$ cat config.mk
export PLATFORM = sky130hd
export DESIGN_NAME = tagged_stack_machine_step
export DESIGN_NICKNAME = d
export VERILOG_FILES = /design/src/design/tsm_pkg.sv /design/src/design/tagged_stack_machine_step.sv /design/src/design/tsm_core.sv /design/src/design/tsm_out_skid.sv
export SDC_FILE = /design/constraint.sdc
export NUM_CORES = 1
export LEC_CHECK = 0
export BUFFER_PORTS_ARGS = -buffer_cell sky130_fd_sc_hd__buf_2
export CORE_AREA = 5 5 236 238
export DETAILED_ROUTE_END_ITERATION = 16
export DIE_AREA = 0 0 241 243
export GPL_TIMING_DRIVEN = 1
export PLACE_DENSITY = 0.76
export SYNTH_ARGS = -nofsm -noshare
export SYNTH_HDL_FRONTEND = slang
export SYNTH_HIERARCHICAL = 1
export SYNTH_SLANG_ARGS = --single-unit
export TNS_END_PERCENT = 30
$ cat constraint.sdc
create_clock -name clk -period 15.45 [get_ports clk]
set_input_delay 2.3175 -clock clk [delete_from_list [all_inputs] [get_ports clk]]
set_output_delay 2.3175 -clock clk [all_outputs]
set_load 0.01 [all_outputs]
$ cat src/design/tsm_pkg.sv
// ----------------------------------------------------------------------------
// tsm_pkg - shared types and codes for the tagged stack machine step block
// Tagged word, result item layout, command and outcome codes.
// ----------------------------------------------------------------------------
package tsm_pkg;

  localparam int CMD_W   = 3;
  localparam int DEPTH_W = 4;
  localparam int PC_W    = 8;
  localparam int VALUE_W = 32;

  // command codes
  localparam logic [CMD_W-1:0] CMD_NOOP    = 3'd0;
  localparam logic [CMD_W-1:0] CMD_PUSH    = 3'd1;
  localparam logic [CMD_W-1:0] CMD_POP     = 3'd2;
  localparam logic [CMD_W-1:0] CMD_LOAD    = 3'd3;
  localparam logic [CMD_W-1:0] CMD_STORE   = 3'd4;
  localparam logic [CMD_W-1:0] CMD_ADD     = 3'd5;
  localparam logic [CMD_W-1:0] CMD_HALT    = 3'd6;
  localparam logic [CMD_W-1:0] CMD_RESTART = 3'd7;

  // outcome codes, also used as the sticky stop code (stepped means running)
  localparam logic [1:0] OC_STEPPED = 2'd0;
  localparam logic [1:0] OC_ERRORED = 2'd1;
  localparam logic [1:0] OC_HALTED  = 2'd2;
  localparam logic [1:0] OC_EXITED  = 2'd3;

  localparam logic [PC_W-1:0] PROG_LEN_RESET = 8'd4;

  typedef struct packed {
    logic               tag;
    logic [VALUE_W-1:0] value;
  } word_t;

  typedef struct packed {
    logic [1:0]         outcome;
    logic [PC_W-1:0]    prog_counter;
    logic [DEPTH_W-1:0] stack_depth;
    word_t              top;
  } res_t;

endpackage

$ cat src/design/tagged_stack_machine_step.sv
// ----------------------------------------------------------------------------
// tagged_stack_machine_step - one-instruction-per-item tagged stack machine
// Executes noop, push, pop, load, store, add, halt and restart on a small
// stack machine whose words carry a one-bit security tag.
// ----------------------------------------------------------------------------
// Each accepted command item is executed in the cycle it is accepted; the
// result goes to the output register, or to the skid entry while res_stall
// holds it; with no res_stall one item per clock is sustained. The rate is set
// by the single execute pass: stack top, second entry and the addressed data
// memory word are all read from flip-flops, the one 32-bit add and the
// address compare sit between those registers and the result register. The
// output side has two entries (output register and skid entry); cmd_stall
// rises only when both hold items, so a new command is taken while a result
// still waits. cfg_ready is always high; write program_length only while the
// block is idle. Restart clears the data memory at once through per-word
// valid bits, so there is no clearing sweep after reset or restart. Errors,
// halt and program end stick until a restart command.
// ----------------------------------------------------------------------------
module tagged_stack_machine_step #(
  parameter int STACK_DEPTH = 10,
  parameter int MEM_WORDS   = 5
) (
  input  logic                               clk,
  input  logic                               rst,
  // command channel
  input  logic                               cmd_valid,
  output logic                               cmd_stall,
  input  logic [tsm_pkg::CMD_W-1:0]          command,
  input  logic signed [tsm_pkg::VALUE_W-1:0] imm_value,
  input  logic                               imm_tag,
  // result channel
  output logic                               res_valid,
  input  logic                               res_stall,
  output logic [1:0]                         outcome,
  output logic [tsm_pkg::PC_W-1:0]           prog_counter,
  output logic [tsm_pkg::DEPTH_W-1:0]        stack_depth,
  output logic signed [tsm_pkg::VALUE_W-1:0] top_value,
  output logic                               top_tag,
  // program_length write channel
  input  logic                               cfg_valid,
  output logic                               cfg_ready,
  input  logic [tsm_pkg::PC_W-1:0]           cfg_data
);
  import tsm_pkg::*;

  logic fire;
  logic buf_full;
  res_t step_res;
  res_t out_res;

  // accept a command item only while the result buffer has room
  assign cmd_stall = buf_full;
  assign fire      = cmd_valid && !cmd_stall;

  // configuration is always taken; the register sits in the core
  assign cfg_ready = 1'b1;

  tsm_core #(
    .STACK_DEPTH (STACK_DEPTH),
    .MEM_WORDS   (MEM_WORDS)
  ) u_core (
    .clk       (clk),
    .rst       (rst),
    .fire      (fire),
    .command   (command),
    .imm_value (imm_value),
    .imm_tag   (imm_tag),
    .cfg_we    (cfg_valid && cfg_ready),
    .cfg_data  (cfg_data),
    .result    (step_res)
  );

  // hold finished result items until the consumer takes them
  tsm_out_skid u_out (
    .clk       (clk),
    .rst       (rst),
    .push      (fire),
    .data      (step_res),
    .res_stall (res_stall),
    .full      (buf_full),
    .res_valid (res_valid),
    .res       (out_res)
  );

  assign outcome      = out_res.outcome;
  assign prog_counter = out_res.prog_counter;
  assign stack_depth  = out_res.stack_depth;
  assign top_value    = out_res.top.value;
  assign top_tag      = out_res.top.tag;

endmodule

$ cat src/design/tsm_core.sv
// ----------------------------------------------------------------------------
// tsm_core - machine state and combinational execute
// Holds the stack as a shift line, the tagged data memory and the control
// registers; works out the next state and the result item of each command.
// ----------------------------------------------------------------------------
module tsm_core #(
  parameter int STACK_DEPTH = 10,
  parameter int MEM_WORDS   = 5
) (
  input  logic                            clk,
  input  logic                            rst,
  input  logic                            fire,
  input  logic [tsm_pkg::CMD_W-1:0]       command,
  input  logic signed [tsm_pkg::VALUE_W-1:0] imm_value,
  input  logic                            imm_tag,
  input  logic                            cfg_we,
  input  logic [tsm_pkg::PC_W-1:0]        cfg_data,
  output tsm_pkg::res_t                   result
);
  import tsm_pkg::*;

  localparam int AW = (MEM_WORDS > 1) ? $clog2(MEM_WORDS) : 1;
  localparam logic [DEPTH_W-1:0] DEPTH_MAX  = DEPTH_W'(STACK_DEPTH);
  localparam logic [DEPTH_W-1:0] DEPTH_ONE  = DEPTH_W'(1);
  localparam logic [DEPTH_W-1:0] DEPTH_TWO  = DEPTH_W'(2);
  localparam logic [VALUE_W-1:0] ADDR_LIMIT = VALUE_W'(MEM_WORDS);

  localparam logic [1:0] SH_HOLD = 2'd0;
  localparam logic [1:0] SH_PUSH = 2'd1;
  localparam logic [1:0] SH_POP1 = 2'd2;
  localparam logic [1:0] SH_POP2 = 2'd3;

  logic [PC_W-1:0]    prog_length;
  logic [PC_W-1:0]    pc;
  logic [PC_W-1:0]    pc_next;
  logic [DEPTH_W-1:0] depth;
  logic [DEPTH_W-1:0] depth_next;
  logic [1:0]         stop;
  logic [1:0]         stop_next;
  logic [1:0]         outcome;

  word_t stk      [STACK_DEPTH];
  word_t stk_next [STACK_DEPTH];
  word_t data_mem [MEM_WORDS];
  logic [MEM_WORDS-1:0] mem_valid;

  word_t              top;
  word_t              below;
  word_t              mem_word;
  word_t              top_new;
  logic               addr_ok;
  logic [AW-1:0]      addr_idx;
  logic [VALUE_W-1:0] sum;
  logic               add_ovf;
  logic [1:0]         shift;
  logic               top_we;
  logic               mem_we;
  logic               mem_clear;
  logic               err;
  logic               halt;

  assign top      = stk[0];
  assign below    = stk[1];
  assign addr_ok  = top.value < ADDR_LIMIT;
  assign addr_idx = top.value[AW-1:0];
  assign mem_word = mem_valid[addr_idx] ? data_mem[addr_idx] : '0;
  assign sum      = top.value + below.value;
  assign add_ovf  = (top.value[VALUE_W-1] == below.value[VALUE_W-1]) &&
                    (sum[VALUE_W-1] != top.value[VALUE_W-1]);

  always_comb begin
    pc_next    = pc;
    depth_next = depth;
    stop_next  = stop;
    outcome    = OC_STEPPED;
    shift      = SH_HOLD;
    top_we     = 1'b0;
    top_new    = top;
    mem_we     = 1'b0;
    mem_clear  = 1'b0;
    err        = 1'b0;
    halt       = 1'b0;
    if (command == CMD_RESTART) begin
      pc_next    = '0;
      depth_next = '0;
      stop_next  = OC_STEPPED;
      mem_clear  = 1'b1;
    end else if (stop != OC_STEPPED) begin
      outcome = stop;
    end else if (pc >= prog_length) begin
      stop_next = OC_EXITED;
      outcome   = OC_EXITED;
    end else begin
      unique case (command)
        CMD_NOOP: begin
        end
        CMD_PUSH: begin
          if (depth >= DEPTH_MAX) begin
            err = 1'b1;
          end else begin
            shift      = SH_PUSH;
            top_we     = 1'b1;
            top_new    = '{tag: imm_tag, value: imm_value};
            depth_next = depth + DEPTH_ONE;
          end
        end
        CMD_POP: begin
          if (depth < DEPTH_ONE) begin
            err = 1'b1;
          end else begin
            shift      = SH_POP1;
            depth_next = depth - DEPTH_ONE;
          end
        end
        CMD_LOAD: begin
          if (depth < DEPTH_ONE || !addr_ok) begin
            err = 1'b1;
          end else begin
            top_we  = 1'b1;
            top_new = '{tag: top.tag | mem_word.tag, value: mem_word.value};
          end
        end
        CMD_STORE: begin
          if (depth < DEPTH_TWO || !addr_ok || (top.tag && !mem_word.tag)) begin
            err = 1'b1;
          end else begin
            mem_we     = 1'b1;
            shift      = SH_POP2;
            depth_next = depth - DEPTH_TWO;
          end
        end
        CMD_ADD: begin
          if (depth < DEPTH_TWO || add_ovf) begin
            err = 1'b1;
          end else begin
            shift      = SH_POP1;
            top_we     = 1'b1;
            top_new    = '{tag: top.tag | below.tag, value: sum};
            depth_next = depth - DEPTH_ONE;
          end
        end
        CMD_HALT: halt = 1'b1;
        default:  err  = 1'b1;
      endcase
      if (err) begin
        stop_next = OC_ERRORED;
        outcome   = OC_ERRORED;
      end else if (halt) begin
        stop_next = OC_HALTED;
        outcome   = OC_HALTED;
      end else begin
        pc_next = pc + 8'd1;
      end
    end
  end

  // stack as a shift line: entry 0 is the top, each entry sees only entries i-1, i+1, i+2
  for (genvar i = 0; i < STACK_DEPTH; i++) begin : g_stk
    word_t prev;
    word_t up1;
    word_t up2;

    if (i > 0) begin : g_prev
      assign prev = stk[i-1];
    end else begin : g_prev_none
      assign prev = stk[i];
    end
    if (i + 1 < STACK_DEPTH) begin : g_up1
      assign up1 = stk[i+1];
    end else begin : g_up1_none
      assign up1 = stk[i];
    end
    if (i + 2 < STACK_DEPTH) begin : g_up2
      assign up2 = stk[i+2];
    end else begin : g_up2_none
      assign up2 = stk[i];
    end

    always_comb begin
      case (shift)
        SH_PUSH: stk_next[i] = prev;
        SH_POP1: stk_next[i] = up1;
        SH_POP2: stk_next[i] = up2;
        default: stk_next[i] = stk[i];
      endcase
      if (i == 0 && top_we) begin
        stk_next[i] = top_new;
      end
    end
  end

  always_ff @(posedge clk) begin
    if (fire) begin
      stk <= stk_next;
    end
  end

  always_ff @(posedge clk) begin
    if (fire && mem_we) begin
      data_mem[addr_idx] <= '{tag: below.tag | top.tag, value: below.value};
    end
  end

  always_ff @(posedge clk) begin
    if (rst) begin
      prog_length <= PROG_LEN_RESET;
      pc          <= '0;
      depth       <= '0;
      stop        <= OC_STEPPED;
      mem_valid   <= '0;
    end else begin
      if (cfg_we) begin
        prog_length <= cfg_data;
      end
      if (fire) begin
        pc    <= pc_next;
        depth <= depth_next;
        stop  <= stop_next;
        if (mem_clear) begin
          mem_valid <= '0;
        end else if (mem_we) begin
          mem_valid[addr_idx] <= 1'b1;
        end
      end
    end
  end

  always_comb begin
    result.outcome      = outcome;
    result.prog_counter = pc_next;
    result.stack_depth  = depth_next;
    result.top          = (depth_next != '0) ? stk_next[0] : '0;
  end

  a_depth_bound: assert property (@(posedge clk) disable iff (rst)
    depth <= DEPTH_MAX)
    else $error("stack depth beyond capacity");

  a_stopped_frozen: assert property (@(posedge clk) disable iff (rst)
    fire && command != CMD_RESTART && stop != OC_STEPPED
    |=> $stable(pc) && $stable(depth) && $stable(stop))
    else $error("stopped machine changed state");

  a_restart_clears: assert property (@(posedge clk) disable iff (rst)
    fire && command == CMD_RESTART
    |=> pc == '0 && depth == '0 && stop == OC_STEPPED && mem_valid == '0)
    else $error("restart left state behind");

  a_pc_step: assert property (@(posedge clk) disable iff (rst)
    fire |=> pc == $past(pc) || pc == $past(pc) + 8'd1 || pc == '0)
    else $error("instruction count jumped");

endmodule

$ cat src/design/tsm_out_skid.sv
// ----------------------------------------------------------------------------
// tsm_out_skid - two-entry result buffer
// Output register plus one skid entry; stall upstream only when both are full.
// ----------------------------------------------------------------------------
module tsm_out_skid (
  input  logic          clk,
  input  logic          rst,
  input  logic          push,
  input  tsm_pkg::res_t data,
  input  logic          res_stall,
  output logic          full,
  output logic          res_valid,
  output tsm_pkg::res_t res
);
  import tsm_pkg::*;

  logic skid_valid;
  res_t skid;
  logic take;

  assign take = res_valid && !res_stall;
  assign full = skid_valid;

  always_ff @(posedge clk) begin
    if (rst) begin
      res_valid  <= 1'b0;
      skid_valid <= 1'b0;
    end else if (skid_valid) begin
      if (take) begin
        skid_valid <= 1'b0;
      end
    end else if (push) begin
      if (!res_valid || take) begin
        res_valid <= 1'b1;
      end else begin
        skid_valid <= 1'b1;
      end
    end else if (take) begin
      res_valid <= 1'b0;
    end
  end

  always_ff @(posedge clk) begin
    if (skid_valid) begin
      if (take) begin
        res <= skid;
      end
    end else if (push) begin
      if (!res_valid || take) begin
        res <= data;
      end else begin
        skid <= data;
      end
    end
  end

  a_skid_behind_out: assert property (@(posedge clk) disable iff (rst)
    skid_valid |-> res_valid)
    else $error("skid entry held with empty output register");

  a_skid_fill: assert property (@(posedge clk) disable iff (rst)
    push && res_valid && res_stall |=> skid_valid)
    else $error("item dropped while output stalled");

  a_skid_drain: assert property (@(posedge clk) disable iff (rst)
    skid_valid && take |=> !skid_valid && res_valid)
    else $error("skid entry not moved to output");

endmodule

==> key figures <==
Placed design
  – Post-DP HPWL: 49600 um
  – Post-place setup slack: 7.41 ns
  – GP Congestion: 0.957
  – Buffers on Ports: 97

Setup path
  – Worst setup EP type: flip-flop
  – Critical Path Start Type: flip-flop
  – CP arrival: 8.01 ns
  – WP data required: 15.96 ns
  – Crit path max fanout: 106
  – Setup slack, reg-to-reg: 7.95 ns
  – WS Path Type: flip-flop to flip-flop

Cells and area
  – Final nets: 2509
  – Antenna Cells: 0
  – Fin util: 61.2%
  – Layout area overhead: 10.3%
  – Share of cells above drive strength 1: 15.6%

Synthesis
  – Syn nets: 2463
  – Yosys reg bits: 621
  – Cells after synthesis: 2363
  – Seq/Total Area, Yosys: 61.9%
  – Synth async-reset ratio: 0%
  – Synth Flop Type: edfxtp_1
  – Avg Cell Area, Syn: 12.5 sq um
  – YS warnings: 6
  – Synth cell types: 72
  – Post-synth EDFFs: 589
  – Cell Area, Synth: 0.0296 sq mm

Die
  – Die area: 0.0586 sq mm
  – Die Ht: 243 um
  – Core Region: 0.0534 sq mm
  – # rows: 85
  – Die width: 241 um
  – Io pins: 99
  – Initial Util: 55.4%

Route
  – Initial drt markers: 2912
  – Routed Antenna Nets: 0
  – Avg WL per Cell: 24.7 um
  – Vias after detailed routing: 20289
  – First-pass DRT Iterations: 6
  – Total wire length: 77900 um
  – Vias per cell: 6.43
  – DR DRC count: 0

Timing
  – Period utilisation layout: 48.6%
  – Max-slew headroom: -7.52%
  – Fmax: 0.133 GHz
  – Final hold viol count: 0
  – Setup_tns: 0 ns
  – Slew Limit Fails: 2
  – Final setup violation count: 0
  – Period minus WS final: 7.50 ns
  – Post-route setup slack: 7.95 ns
  – Clock skew: 0.0254 ns
  – Worst slew pin tran: 1.57 ns
  – Unrepaired setup endpoints after global routing: false

CTS
  – CTS tree: yes
  – Postcts setup bufs: 0
  – H-tree depth: 2
  – CTS clk-pin slew, worst paths: 0.06 ns
  – Post_cts resized: 0
  – CTS Buf Count: 61
  – Cts hold-fix bufs: 0
  – Max clock buf depth: 3
  – CTS sink count: 621
  – Clk Latency, worst-skew pair: 0.65 ns
  – Root buf cell: clkbuf_16

GRT
  – First-pass GRT wire length: 118000 um
  – Largest net degree at the start of global routing: 107
  – Gr usage total: 25.8%
  – Initial antenna violation count: 1
  – Vias in the first global route: 19593
  – Total grt overflow: 0

Pwr
  – Leak: 12.1 nW
  – Maximum vdd drop: 97.5 uV
  – P per Cell Area: 120 mW/mm^2

Status
  – Failing checks: capacitance limit, slew limit
  – Status: finished, violations left

Hold path
  – Hold Crit Class: flip-flop to flip-flop

Run
  – Max-Cap Viols: 1
kinds of logic (layout without fill, tap and decap cells):
family                     after synthesis  in the layout  share of synthesized area (%)
AOI/OAI and AO/OA                      512            512                           12.4
xor gates and xnor gates                38             38                           1.12
adders and majority gates               51             51                           2.18
buffers and inverters                  173            269                           2.61
DFF                                    621            621                           61.9
muxes                                  181            181                           8.43
other                                    1              1                         0.0127
and+or+nand+nor                        786            786                           11.3
cells in the final DEF, fill, tap and decap left out, drive strengths merged, types with 6 or more instances in the layout:
cell     Yosys  layout
a211oi      14      14
nand2      520     520
clkinv       0      28
inv         25      28
mux2i       63      63
mux4        32      32
dfxtp       32      32
xor2        24      24
nand2b      15      15
nor4        11      11
a21oi       57      57
a311oi       8       8
edfxtp     589     589
buf         28     131
o21ai       39      39
o211ai       9       9
a2111oi     13      13
and2        13      13
mux2        86      86
a31oi       31      31
ha          50      50
nand4        6       6
a21boi       7       7
and3        18      18
nor3        15      15
xnor2       14      14
or2          6       6
nor2b       36      36
a22oi      261     261
bufinv       0       6
clkbuf     120      73
a21o        18      18
or3          6       6
o22ai       11      11
nor2       105     105
nand3       27      27
path summary, 6_finish.rpt:
check | cells after the start | to | from
setup / recovery | 18 | u_out/res[11] | u_core/below[8]
hold / removal | 0 | u_core/g_stk[7].up2[13] | u_core/g_stk[6].up2[13]
setup reg to reg | 18 | u_out/res[11] | u_core/below[8]
hold reg to reg | 0 | u_core/g_stk[7].up2[13] | u_core/g_stk[6].up2[13]
synth_stat cells (all sizes together), types with 6 or more instances:
cell     count  area, sq um
a31oi       31          194
mux4        32          721
dfxtp       32          641
o22ai       11         68.8
mux2        86         1140
a2111oi     13          120
o21ai       39          195
xnor2       14          123
a21boi       7         52.6
or3          6         42.5
nor4        11         68.8
inv         25         93.8
a21oi       57          300
nor2b       36          233
nor2       105          394
and3        18          113
o211ai       9         67.6
nand4        6         37.5
or2          6         37.5
a211oi      14          110
ha          50          626
xor2        24          210
nand2b      15         93.8
nor3        15         75.1
a22oi      261         1960
a21o        18          135
mux2i       63          631
clkbuf     120          450
a311oi       8         76.3
nand2      520         1950
and2        13         81.3
edfxtp     589        17700
buf         28          228
nand3       27          135
flip-flops by register name, summed over array words and instances, names as in the netlist, named ones only:
register / flops
u_core/addr_idx: 3
u_core/below: 33
u_core/data_mem: 165
u_core/depth: 4
u_core/g_stk.prev: 30
u_core/g_stk.up2: 264
u_core/mem_valid: 5
u_core/pc: 8
u_core/prog_length: 8
u_core/stop: 2
u_out/full: 1
u_out/res: 47
u_out/res_valid: 1
u_out/skid: 47
power by group:
part | total, mW | switching (mW) | internal, mW
sequential | 1.97 | 0.0616 | 1.91
clock | 1.49 | 0.647 | 0.840
combinational | 0.445 | 0.265 | 0.180
per-layer routing:
layer  wire length [um]  vias up  track usage, %
li1                   -     9054               -
met1              31000     9986            36.2
met2              36100     1084            40.0
met3               6930      163            4.54
met4               3730        2            11.2
met5                  7        -               0
per-stage QoR:
stage	instances	hold WS (ns)	cell area, sq um	total power [mW]
2_1_floorplan	2363	0.435	29600	2.30
3_3_place_gp	3042	0.447	30600	2.43
3_5_place_dp	3042	0.471	30600	2.44
4_1_cts	3155	0.487	32700	3.92
5_1_grt	3155	0.499	32700	4.04
6_report	3155	0.487	32700	3.91
worst max-delay path, cell delays in order (launching register included):
cell and delay [ns]:
edfxtp_1 0.53, ha_1 0.42, a21oi_1 0.27, o211ai_1 0.15, a211oi_2 0.42, a21oi_2 0.19, o21ai_1 0.32, and3_2 0.80
or2_1 0.25, o21ai_0 0.17, inv_1 0.21, ha_4 0.73, buf_4 0.96, buf_4 0.84, a22oi_1 0.20, and3_1 0.24
a41oi_1 0.23, nor2b_1 0.20, mux2_4 0.16
area by class of cell:
cell class	instances	area (sq um)
Fill cell	4103	20700
Multi-Input combinational cell	1569	10600
Clock inverter	40	418
Sequential cell	621	18300
Inverter	25	93.8
Timing Repair Buffer	131	741
Tap cell	696	871
Clock buffer	73	1590
(Power assumes the default switching activity.)
